`src/rtl/core/fpr_pkg.sv`:
```
// ----------------------------------------------------------------------------
// fpr_pkg
// Shared types, byte codes and small helper functions for the framed packet
// receiver with CRC-16 check.
// ----------------------------------------------------------------------------
`default_nettype none

package fpr_pkg;

	// Sync pair and device bytes on the serial line.
	localparam logic [7:0] SYNC_FIRST  = 8'hFF;
	localparam logic [7:0] SYNC_SECOND = 8'hCC;
	localparam logic [7:0] DEV_BYTE_BASE  = 8'h0B;
	localparam logic [7:0] DEV_BYTE_LINK1 = 8'h0C;
	localparam logic [7:0] DEV_BYTE_LINK2 = 8'h0D;

	// Shortest legal frames, counted in bytes including the sync pair.
	localparam int MIN_LEN_BASIC = 5;
	localparam int MIN_LEN_LINK2 = 6;

	// Configuration register indexes.
	localparam logic [1:0] CFG_BASE_LEN  = 2'd0;
	localparam logic [1:0] CFG_LINK1_LEN = 2'd1;
	localparam logic [1:0] CFG_LINK2_LEN = 2'd2;

	// CRC-16/XMODEM polynomial.
	localparam logic [15:0] CRC_POLY = 16'h1021;

	// Velocity command limits.
	localparam logic [7:0] CMD_LIMIT  = 8'd200;
	localparam logic [7:0] CMD_OFFSET = 8'd100;

	// Sender of a frame.
	typedef enum logic [1:0] {
		DEV_BASE  = 2'd0,
		DEV_LINK1 = 2'd1,
		DEV_LINK2 = 2'd2
	} dev_t;

	// One completed frame report.
	typedef struct packed {
		dev_t               frame_device;
		logic               crc_match;
		logic [15:0]        received_crc;
		logic signed [7:0]  shoulder_command;
		logic signed [7:0]  elbow_command;
	} result_t;

	// Feed one byte into a CRC-16/XMODEM register, MSB first.
	function automatic logic [15:0] crc16_feed(input logic [15:0] crc, input logic [7:0] b);
		logic [15:0] c;
		c = crc ^ {b, 8'h00};
		for (int k = 0; k < 8; k++) begin
			if (c[15]) begin
				c = {c[14:0], 1'b0} ^ CRC_POLY;
			end else begin
				c = {c[14:0], 1'b0};
			end
		end
		return c;
	endfunction

	// Turn a raw command byte into a signed velocity: values over the limit
	// are forced to the offset, then the offset is removed.
	function automatic logic signed [7:0] cmd_of(input logic [7:0] v);
		logic [7:0] c;
		c = (v > CMD_LIMIT) ? CMD_OFFSET : v;
		return $signed(c - CMD_OFFSET);
	endfunction

endpackage

`default_nettype wire

```
`src/rtl/core/fpr_cfg_regs.sv`:
```
// ----------------------------------------------------------------------------
// fpr_cfg_regs
// Frame length registers with their write port; presents each length clamped
// to the legal range for its device.
// ----------------------------------------------------------------------------
`default_nettype none

module fpr_cfg_regs #(
	parameter int MAX_FRAME = 16,
	localparam int LW = $clog2(MAX_FRAME + 1)
) (
	input  wire logic          clk,
	input  wire logic          arst_n,
	input  wire logic          cfg_valid,
	output logic               cfg_ready,
	input  wire logic [1:0]    cfg_index,
	input  wire logic [4:0]    cfg_data,
	output logic [LW-1:0]      len_base,
	output logic [LW-1:0]      len_link1,
	output logic [LW-1:0]      len_link2
);
	import fpr_pkg::*;

	logic [4:0] base_len_q;
	logic [4:0] link1_len_q;
	logic [4:0] link2_len_q;

	// Writes are always taken.
	assign cfg_ready = 1'b1;

	// Register file; an index past the list is ignored.
	always_ff @(posedge clk or negedge arst_n) begin
		if (!arst_n) begin
			base_len_q  <= 5'd9;
			link1_len_q <= 5'd5;
			link2_len_q <= 5'd10;
		end else if (cfg_valid) begin
			case (cfg_index)
				CFG_BASE_LEN:  base_len_q  <= cfg_data;
				CFG_LINK1_LEN: link1_len_q <= cfg_data;
				CFG_LINK2_LEN: link2_len_q <= cfg_data;
				default: ;
			endcase
		end
	end

	// Clamp a stored length into [lo, MAX_FRAME].
	function automatic logic [LW-1:0] clamp_len(input logic [4:0] v, input int lo);
		logic [LW-1:0] r;
		if (int'(v) < lo) begin
			r = LW'(lo);
		end else if (int'(v) > MAX_FRAME) begin
			r = LW'(MAX_FRAME);
		end else begin
			r = LW'(v);
		end
		return r;
	endfunction

	assign len_base  = clamp_len(base_len_q, MIN_LEN_BASIC);
	assign len_link1 = clamp_len(link1_len_q, MIN_LEN_BASIC);
	assign len_link2 = clamp_len(link2_len_q, MIN_LEN_LINK2);

endmodule

`default_nettype wire

```
`src/rtl/core/fpr_parser.sv`:
```
// ----------------------------------------------------------------------------
// fpr_parser
// Input register and frame parser: sync hunt, device decode, CRC update over
// the frame body and assembly of the frame report on the last byte.
// ----------------------------------------------------------------------------
`default_nettype none

module fpr_parser #(
	parameter int MAX_FRAME = 16,
	localparam int LW = $clog2(MAX_FRAME + 1)
) (
	input  wire logic              clk,
	input  wire logic              arst_n,
	input  wire logic              s_tvalid,
	output logic                   s_tready,
	input  wire logic [7:0]        s_tdata,
	input  wire logic [LW-1:0]     len_base,
	input  wire logic [LW-1:0]     len_link1,
	input  wire logic [LW-1:0]     len_link2,
	input  wire logic              out_free,
	output logic                   res_load,
	output fpr_pkg::result_t       res
);
	import fpr_pkg::*;

	localparam int PW = $clog2(MAX_FRAME);

	typedef enum logic [3:0] {
		ST_HUNT   = 4'b0001,
		ST_SYNC2  = 4'b0010,
		ST_DEVICE = 4'b0100,
		ST_BODY   = 4'b1000
	} state_t;

	// Input register.
	logic        valid_s1;
	logic [7:0]  byte_s1;

	// Frame state.
	state_t         state_q, state_d;
	logic [PW-1:0]  pos_q, pos_d;
	logic [LW-1:0]  len_q, len_d;
	dev_t           sender_q, sender_d;
	logic [15:0]    crc_q, crc_d;
	logic [7:0]     tail0_q, tail0_d;
	logic [7:0]     tail1_q, tail1_d;
	logic [7:0]     sh_q, sh_d;
	logic [7:0]     el_q, el_d;

	logic emit;
	logic fire;
	logic last_byte;

	// The held byte moves on unless it closes a frame while the result
	// register is occupied and not being drained.
	assign last_byte = (state_q == ST_BODY) && ((LW'(pos_q) + LW'(1)) >= len_q);
	assign emit      = valid_s1 && last_byte;
	assign fire      = valid_s1 && (!last_byte || out_free);
	assign s_tready  = !valid_s1 || fire;
	assign res_load  = emit && fire;

	always_ff @(posedge clk or negedge arst_n) begin
		if (!arst_n) begin
			valid_s1 <= 1'b0;
		end else if (s_tready) begin
			valid_s1 <= s_tvalid;
		end
	end

	always_ff @(posedge clk) begin
		if (s_tready && s_tvalid) begin
			byte_s1 <= s_tdata;
		end
	end

	// Next frame state for the held byte.
	always_comb begin
		state_d  = state_q;
		pos_d    = pos_q;
		len_d    = len_q;
		sender_d = sender_q;
		crc_d    = crc_q;
		tail0_d  = tail0_q;
		tail1_d  = tail1_q;
		sh_d     = sh_q;
		el_d     = el_q;
		case (state_q)
			ST_HUNT: begin
				if (byte_s1 == SYNC_FIRST) begin
					state_d = ST_SYNC2;
				end
			end
			ST_SYNC2: begin
				if (byte_s1 == SYNC_SECOND) begin
					state_d = ST_DEVICE;
				end else if (byte_s1 != SYNC_FIRST) begin
					state_d = ST_HUNT;
				end
			end
			ST_DEVICE: begin
				state_d = ST_BODY;
				case (byte_s1)
					DEV_BYTE_BASE: begin
						sender_d = DEV_BASE;
						len_d    = len_base;
					end
					DEV_BYTE_LINK1: begin
						sender_d = DEV_LINK1;
						len_d    = len_link1;
					end
					DEV_BYTE_LINK2: begin
						sender_d = DEV_LINK2;
						len_d    = len_link2;
					end
					default: begin
						state_d = ST_HUNT;
					end
				endcase
				crc_d   = '0;
				tail0_d = '0;
				tail1_d = byte_s1;
				sh_d    = '0;
				el_d    = '0;
				pos_d   = PW'(3);
			end
			ST_BODY: begin
				// The last two bytes are held back since they may be the CRC.
				if (pos_q >= PW'(4)) begin
					crc_d = crc16_feed(crc_q, tail0_q);
				end
				tail0_d = tail1_q;
				tail1_d = byte_s1;
				if (pos_q == PW'(4)) begin
					sh_d = byte_s1;
				end
				if (pos_q == PW'(5)) begin
					el_d = byte_s1;
				end
				if (last_byte) begin
					state_d = ST_HUNT;
				end else begin
					pos_d = pos_q + PW'(1);
				end
			end
			default: begin
				state_d = ST_HUNT;
			end
		endcase
	end

	// Frame report, valid when the held byte closes the frame.
	always_comb begin
		res.frame_device = sender_q;
		res.received_crc = {tail1_q, byte_s1};
		res.crc_match    = ({tail1_q, byte_s1} == crc_d);
		if (sender_q == DEV_LINK2) begin
			res.shoulder_command = cmd_of(sh_d);
			res.elbow_command    = cmd_of(el_d);
		end else begin
			res.shoulder_command = '0;
			res.elbow_command    = '0;
		end
	end

	// Control state.
	always_ff @(posedge clk or negedge arst_n) begin
		if (!arst_n) begin
			state_q <= ST_HUNT;
		end else if (fire) begin
			state_q <= state_d;
		end
	end

	// Frame payload state.
	always_ff @(posedge clk) begin
		if (fire) begin
			pos_q    <= pos_d;
			len_q    <= len_d;
			sender_q <= sender_d;
			crc_q    <= crc_d;
			tail0_q  <= tail0_d;
			tail1_q  <= tail1_d;
			sh_q     <= sh_d;
			el_q     <= el_d;
		end
	end

endmodule

`default_nettype wire

```
`src/rtl/core/fpr_out_reg.sv`:
```
// ----------------------------------------------------------------------------
// fpr_out_reg
// Result register for the frame reports, packed onto the master-side stream.
// ----------------------------------------------------------------------------
`default_nettype none

module fpr_out_reg (
	input  wire logic              clk,
	input  wire logic              arst_n,
	input  wire logic              res_load,
	input  wire fpr_pkg::result_t  res,
	output logic                   out_free,
	output logic                   m_tvalid,
	input  wire logic              m_tready,
	output logic [31:0]            m_tdata,
	output logic [2:0]             m_tuser
);
	import fpr_pkg::*;

	result_t res_q;
	logic    valid_q;

	// The register can take a new item when empty or being drained.
	assign out_free = !valid_q || m_tready;

	always_ff @(posedge clk or negedge arst_n) begin
		if (!arst_n) begin
			valid_q <= 1'b0;
		end else if (res_load) begin
			valid_q <= 1'b1;
		end else if (m_tready) begin
			valid_q <= 1'b0;
		end
	end

	always_ff @(posedge clk) begin
		if (res_load) begin
			res_q <= res;
		end
	end

	// Pack the stream fields.
	assign m_tvalid = valid_q;
	assign m_tdata  = {res_q.elbow_command, res_q.shoulder_command, res_q.received_crc};
	assign m_tuser  = {res_q.crc_match, res_q.frame_device};

endmodule

`default_nettype wire

```
`src/rtl/core/framed_packet_receiver_crc16.sv`:
```
// ----------------------------------------------------------------------------
// framed_packet_receiver_crc16
// Receives a byte stream, finds 0xFF 0xCC framed packets, checks their
// CRC-16/XMODEM and reports each completed frame.
// ----------------------------------------------------------------------------
// The block takes one byte per clock cycle while its input side is not stalled. A
// byte goes into an input register, the parser updates its frame state and CRC
// from it, and the report of a frame's last byte is loaded into the result
// register, from which it shows on the master side. The input side stalls only
// when that last byte finds the result register still full and not drained.
// Frame lengths are taken from the length registers when the device byte
// arrives, clamped to at least five bytes (six for link2) and at most MAX_FRAME.
// ----------------------------------------------------------------------------
`default_nettype none

module framed_packet_receiver_crc16 #(
	parameter int MAX_FRAME = 16
) (
	input  wire logic         clk,
	input  wire logic         arst_n,
	// Received bytes.
	input  wire logic         s_tvalid,
	output logic              s_tready,
	input  wire logic [7:0]   s_tdata,   // [7:0] rx_byte
	// Frame reports.
	output logic              m_tvalid,
	input  wire logic         m_tready,
	output logic [31:0]       m_tdata,   // [15:0] received_crc, [23:16] shoulder_command,
	                                     // [31:24] elbow_command
	output logic [2:0]        m_tuser,   // [1:0] frame_device, [2] crc_match
	// Length register writes.
	input  wire logic         cfg_valid,
	output logic              cfg_ready,
	input  wire logic [1:0]   cfg_index,
	input  wire logic [4:0]   cfg_data
);
	import fpr_pkg::*;

	localparam int LW = $clog2(MAX_FRAME + 1);

	logic [LW-1:0] len_base;
	logic [LW-1:0] len_link1;
	logic [LW-1:0] len_link2;
	logic          out_free;
	logic          res_load;
	result_t       res;

	fpr_cfg_regs #(.MAX_FRAME(MAX_FRAME)) u_cfg (
		.clk       (clk),
		.arst_n    (arst_n),
		.cfg_valid (cfg_valid),
		.cfg_ready (cfg_ready),
		.cfg_index (cfg_index),
		.cfg_data  (cfg_data),
		.len_base  (len_base),
		.len_link1 (len_link1),
		.len_link2 (len_link2)
	);

	fpr_parser #(.MAX_FRAME(MAX_FRAME)) u_parser (
		.clk       (clk),
		.arst_n    (arst_n),
		.s_tvalid  (s_tvalid),
		.s_tready  (s_tready),
		.s_tdata   (s_tdata),
		.len_base  (len_base),
		.len_link1 (len_link1),
		.len_link2 (len_link2),
		.out_free  (out_free),
		.res_load  (res_load),
		.res       (res)
	);

	fpr_out_reg u_out (
		.clk      (clk),
		.arst_n   (arst_n),
		.res_load (res_load),
		.res      (res),
		.out_free (out_free),
		.m_tvalid (m_tvalid),
		.m_tready (m_tready),
		.m_tdata  (m_tdata),
		.m_tuser  (m_tuser)
	);

endmodule

`default_nettype wire

```
`config.mk`:
```
export PLATFORM = sky130hd
export DESIGN_NAME = framed_packet_receiver_crc16
export DESIGN_NICKNAME = d
export VERILOG_FILES = /design/src/rtl/core/fpr_pkg.sv /design/src/rtl/core/fpr_cfg_regs.sv /design/src/rtl/core/fpr_parser.sv /design/src/rtl/core/fpr_out_reg.sv /design/src/rtl/core/framed_packet_receiver_crc16.sv
export SDC_FILE = /design/constraint.sdc
export NUM_CORES = 1
export LEC_CHECK = 0
export BUFFER_PORTS_ARGS = -buffer_cell sky130_fd_sc_hd__buf_2
export CAP_MARGIN = 30
export CORE_ASPECT_RATIO = 1.2
export CORE_MARGIN = 5
export CORE_UTILIZATION = 64
export CTS_CLUSTER_SIZE = 8
export DETAILED_ROUTE_END_ITERATION = 6
export PLACE_DENSITY = 0.93
export SLEW_MARGIN = 20
export SYNTH_ARGS = -nofsm -noshare
export SYNTH_HDL_FRONTEND = slang
export SYNTH_SLANG_ARGS = --single-unit
```
`constraint.sdc`:
```
create_clock -name clk -period 10.45 [get_ports clk]
set_input_delay 0.5225 -clock clk [delete_from_list [all_inputs] [get_ports clk]]
set_output_delay 0.5225 -clock clk [all_outputs]
set_load 0.1 [all_outputs]
```
==> flow_metrics.env <==
export IMPL_first_pass_iters=7
export IMPL_drt_iter0_drc=567
export IMPL_hold_slack_ps=48.14
export IMPL_io_pins=58
export IMPL_grt_busiest_layer="met2"
export IMPL_final_max_slew_viol_count=0
export IMPL_hold_viol_final=0
export IMPL_p_per_area_nw_per_um2=174.2
export IMPL_start_util_pct=65.77
export IMPL_worstSetupEndpointType="flop"
export IMPL_ys_warn_count=0
export IMPL_tightest_slew_ps=784.3
export IMPL_grt_max_degree=36
export IMPL_die_y_um=118.9
export IMPL_cp_required_ps=10610
export IMPL_fin_tns_setup_ps=0
export IMPL_ys_seq_area_share_pct=56.90
export IMPL_r2r_end="u_out.m_tdata[22]"
export IMPL_syn_area_per_cell_sq_um=11.54
export IMPL_clock_latency_ps=420
export IMPL_rows=39
export IMPL_grt_use_total_pct=25.95
export IMPL_post_route_util_pct=75.13
export IMPL_clockBufferDepth=2
export IMPL_ys_flop_type="edfxtp_1"
export IMPL_num_vias=4622
export IMPL_critical_path_slowest_cell="and2_1"
export IMPL_p_leak_nw=2.751
export IMPL_drcViolationCount=1
export IMPL_reg2reg_from="u_parser.pos_q[0]"
export IMPL_antenna_found_initial=0
export IMPL_clkSlewWorstSetupHoldPaths_ps=60
export IMPL_grt_pass1_wl_um=23900
export IMPL_synth_nets=578
export IMPL_fmax_mhz=285.8
export IMPL_rsz0062_at_grt="no"
export IMPL_final_common_cell="edfxtp_1"
export IMPL_area_growth_pct=14.23
export IMPL_synth_edff_count=102
export IMPL_synthArstFlopShare_pct=17.07
export IMPL_post_cts_buffers=0
export IMPL_period_needed_ps=3498
export IMPL_drive_above_1_share_pct=22.15
export IMPL_cts_sinks=123
export IMPL_synth_ff_latch_count=123
export IMPL_routed_via_density=6.271
export IMPL_grt_pass1_vias=4702
export IMPL_dp_cells=703
export IMPL_status="finished, violations left"
export IMPL_tritoncts="built"
export IMPL_finalNonFillerCells=737
export IMPL_grt_use_met1_pct=30.26
export IMPL_dp_hpwl_um=10020
export IMPL_h_tree_depth=4
export IMPL_overflow=0
export IMPL_period_share_pct=33.48
export IMPL_synth_top_area_share_pct=48.45
export IMPL_ys_types=64
export IMPL_die_w_um=100.7
export IMPL_max_slew_margin_pct=47.36
export IMPL_fill_cells=585
export IMPL_cp_buffers_inverters=1
export IMPL_layout_common_cells="102 x edfxtp_1, 56 x buf_2, 53 x nand2_1"
export IMPL_cts_resized_gates=0
export IMPL_arrival_ps=3650
export IMPL_cts_hold_buffers=0
export IMPL_drt_antenna_violating_nets=0
export IMPL_crit_path_max_fanout=22
export IMPL_fp_coreArea_sq_um=9613
export IMPL_root_buffer="clkbuf_16"
export IMPL_worstPathCellList="inv_1 -> ha_1 -> and3b_1 -> and2_1 -> o21ai_0 -> or2_2 -> o21ai_0 -> nand2_1 -> ha_1 -> a211oi_1 -> xnor2_1 -> nor2_1"
export IMPL_io_buffers=56
export IMPL_diodes=0
export IMPL_skew_ps=6.550
export IMPL_critPathKind="flop to flop"
export IMPL_dieArea_sq_um=11970
export IMPL_numCtsBuffers=17
export IMPL_synth_area_sq_um=6322
export IMPL_crit_family="simple AND/OR/NAND/NOR gates"
export IMPL_routed_wl_um=15040
export IMPL_cp_start_kind="flop"
export IMPL_grt_util_met3_pct=6.199
export IMPL_synth_area_leader_cell="edfxtp_1"
export IMPL_syn_inst=548
export IMPL_met2_usage_pct=44.15
export IMPL_layout_nets=631
export IMPL_cpPeakStageDelay_ps=570
export IMPL_place_congestion=0.9426
export IMPL_min_delay_path_class="input port to async pin"
export IMPL_r2r_cells=12
export IMPL_wl_per_cell_um=20.40
export IMPL_vdd_drop_max_v=0.0001399
export IMPL_timing_max_cap_violations=0
export IMPL_ff2ff_setup_slack_ps=6950
export IMPL_setup_violations=0
export IMPL_ys_top_cells_by_area="edfxtp_1 48%, dfrtp_1 5.5%, o21ai_0 3.9%, xnor2_1 3.9%, nand2_1 3.1%"
export IMPL_violations="DRC"
## power breakdown
group	internal, W	switching, W	total, W
registers	0.000562	0.0000362	0.000599
clock network	0.000325	0.000219	0.000544
logic	0.0000500	0.0000655	0.000115
## Yosys cell counts, types with 3 or more instances
library cell,instances
buf_4,3
or2_2,5
clkbuf_1,13
nor3_1,9
o21ai_0,49
o211ai_1,5
nor2b_1,11
and2_1,16
a21o_1,9
nand2b_1,7
nand4_1,3
buf_6,4
dfrtp_1,14
nand2_1,53
mux2_2,17
xnor2_1,28
xor2_1,14
buf_2,8
inv_1,19
nand3b_1,7
o221ai_1,3
ha_1,10
edfxtp_1,102
nand3_1,18
a2bb2oi_1,3
o31ai_1,4
dfstp_2,7
mux2i_1,3
a22oi_1,4
nor2_1,33
and3_1,4
o21ai_1,3
a21oi_1,16
## layer usage
metal  vias to the layer above  wire, um
li1                       2094         -
met1                      2213      5324
met2                       256      8009
met3                        59      1129
met4                         0       575
met5                         -         0
## cell families after synthesis
group / synth area share, %
buf+inv: 3.602
xor+xnor: 6.590
mux: 3.503
other cells: 0.05931
compound gates: 11.87
flops: 56.90
simple gates: 15.50
fa+ha+maj: 1.979
## worst max path at each step
stage	start	end	slack, ps	depth (start not counted)
global route	u_parser.state_q[2]	u_out.m_tdata[30]	6770	11
global placement	u_parser.state_q[2]	u_out.m_tdata[30]	7240	11
finish	u_parser.pos_q[0]	u_out.m_tdata[22]	6950	12
detailed placement	u_parser.state_q[2]	u_out.m_tdata[30]	7090	11
floorplan	u_parser.pos_q[0]	u_out.m_tdata[0]	6970	9
CTS	u_parser.state_q[2]	u_out.m_tdata[30]	7000	11
## stage by stage
step | power [W] | worst slack [ps] | cell area [sq um]
2_1_floorplan | 0.0006853 | 6968 | 6322
3_3_place_gp | 0.0007072 | 7237 | 6638
3_5_place_dp | 0.0007169 | 7086 | 6638
6_report | 0.001258 | 6952 | 7222
4_1_cts | 0.001257 | 7001 | 7189
5_1_grt | 0.001299 | 6769 | 7222
## layout make-up
class	instances	area (sq um)	area share, %
flip-flops and latches	123	3597	49.81
repair buffers	62	342.8	4.747
clock buffers	17	425.4	5.891
multi-input cells	378	2505	34.68
inverters	19	71.32	0.9875
clock inverters	15	126.4	1.750
well taps	123	153.9	2.131
## sequential cells by signal (all words and copies together) (netlist names), 8 cells and up
signal            flops
u_out.m_tdata        32
u_parser.crc_q       16
u_parser.byte_s1      8
u_parser.el_q         8
u_parser.sh_q         8
u_parser.tail0_q      8
u_parser.tail1_q      8
Power figures use the tool's default switching activity.
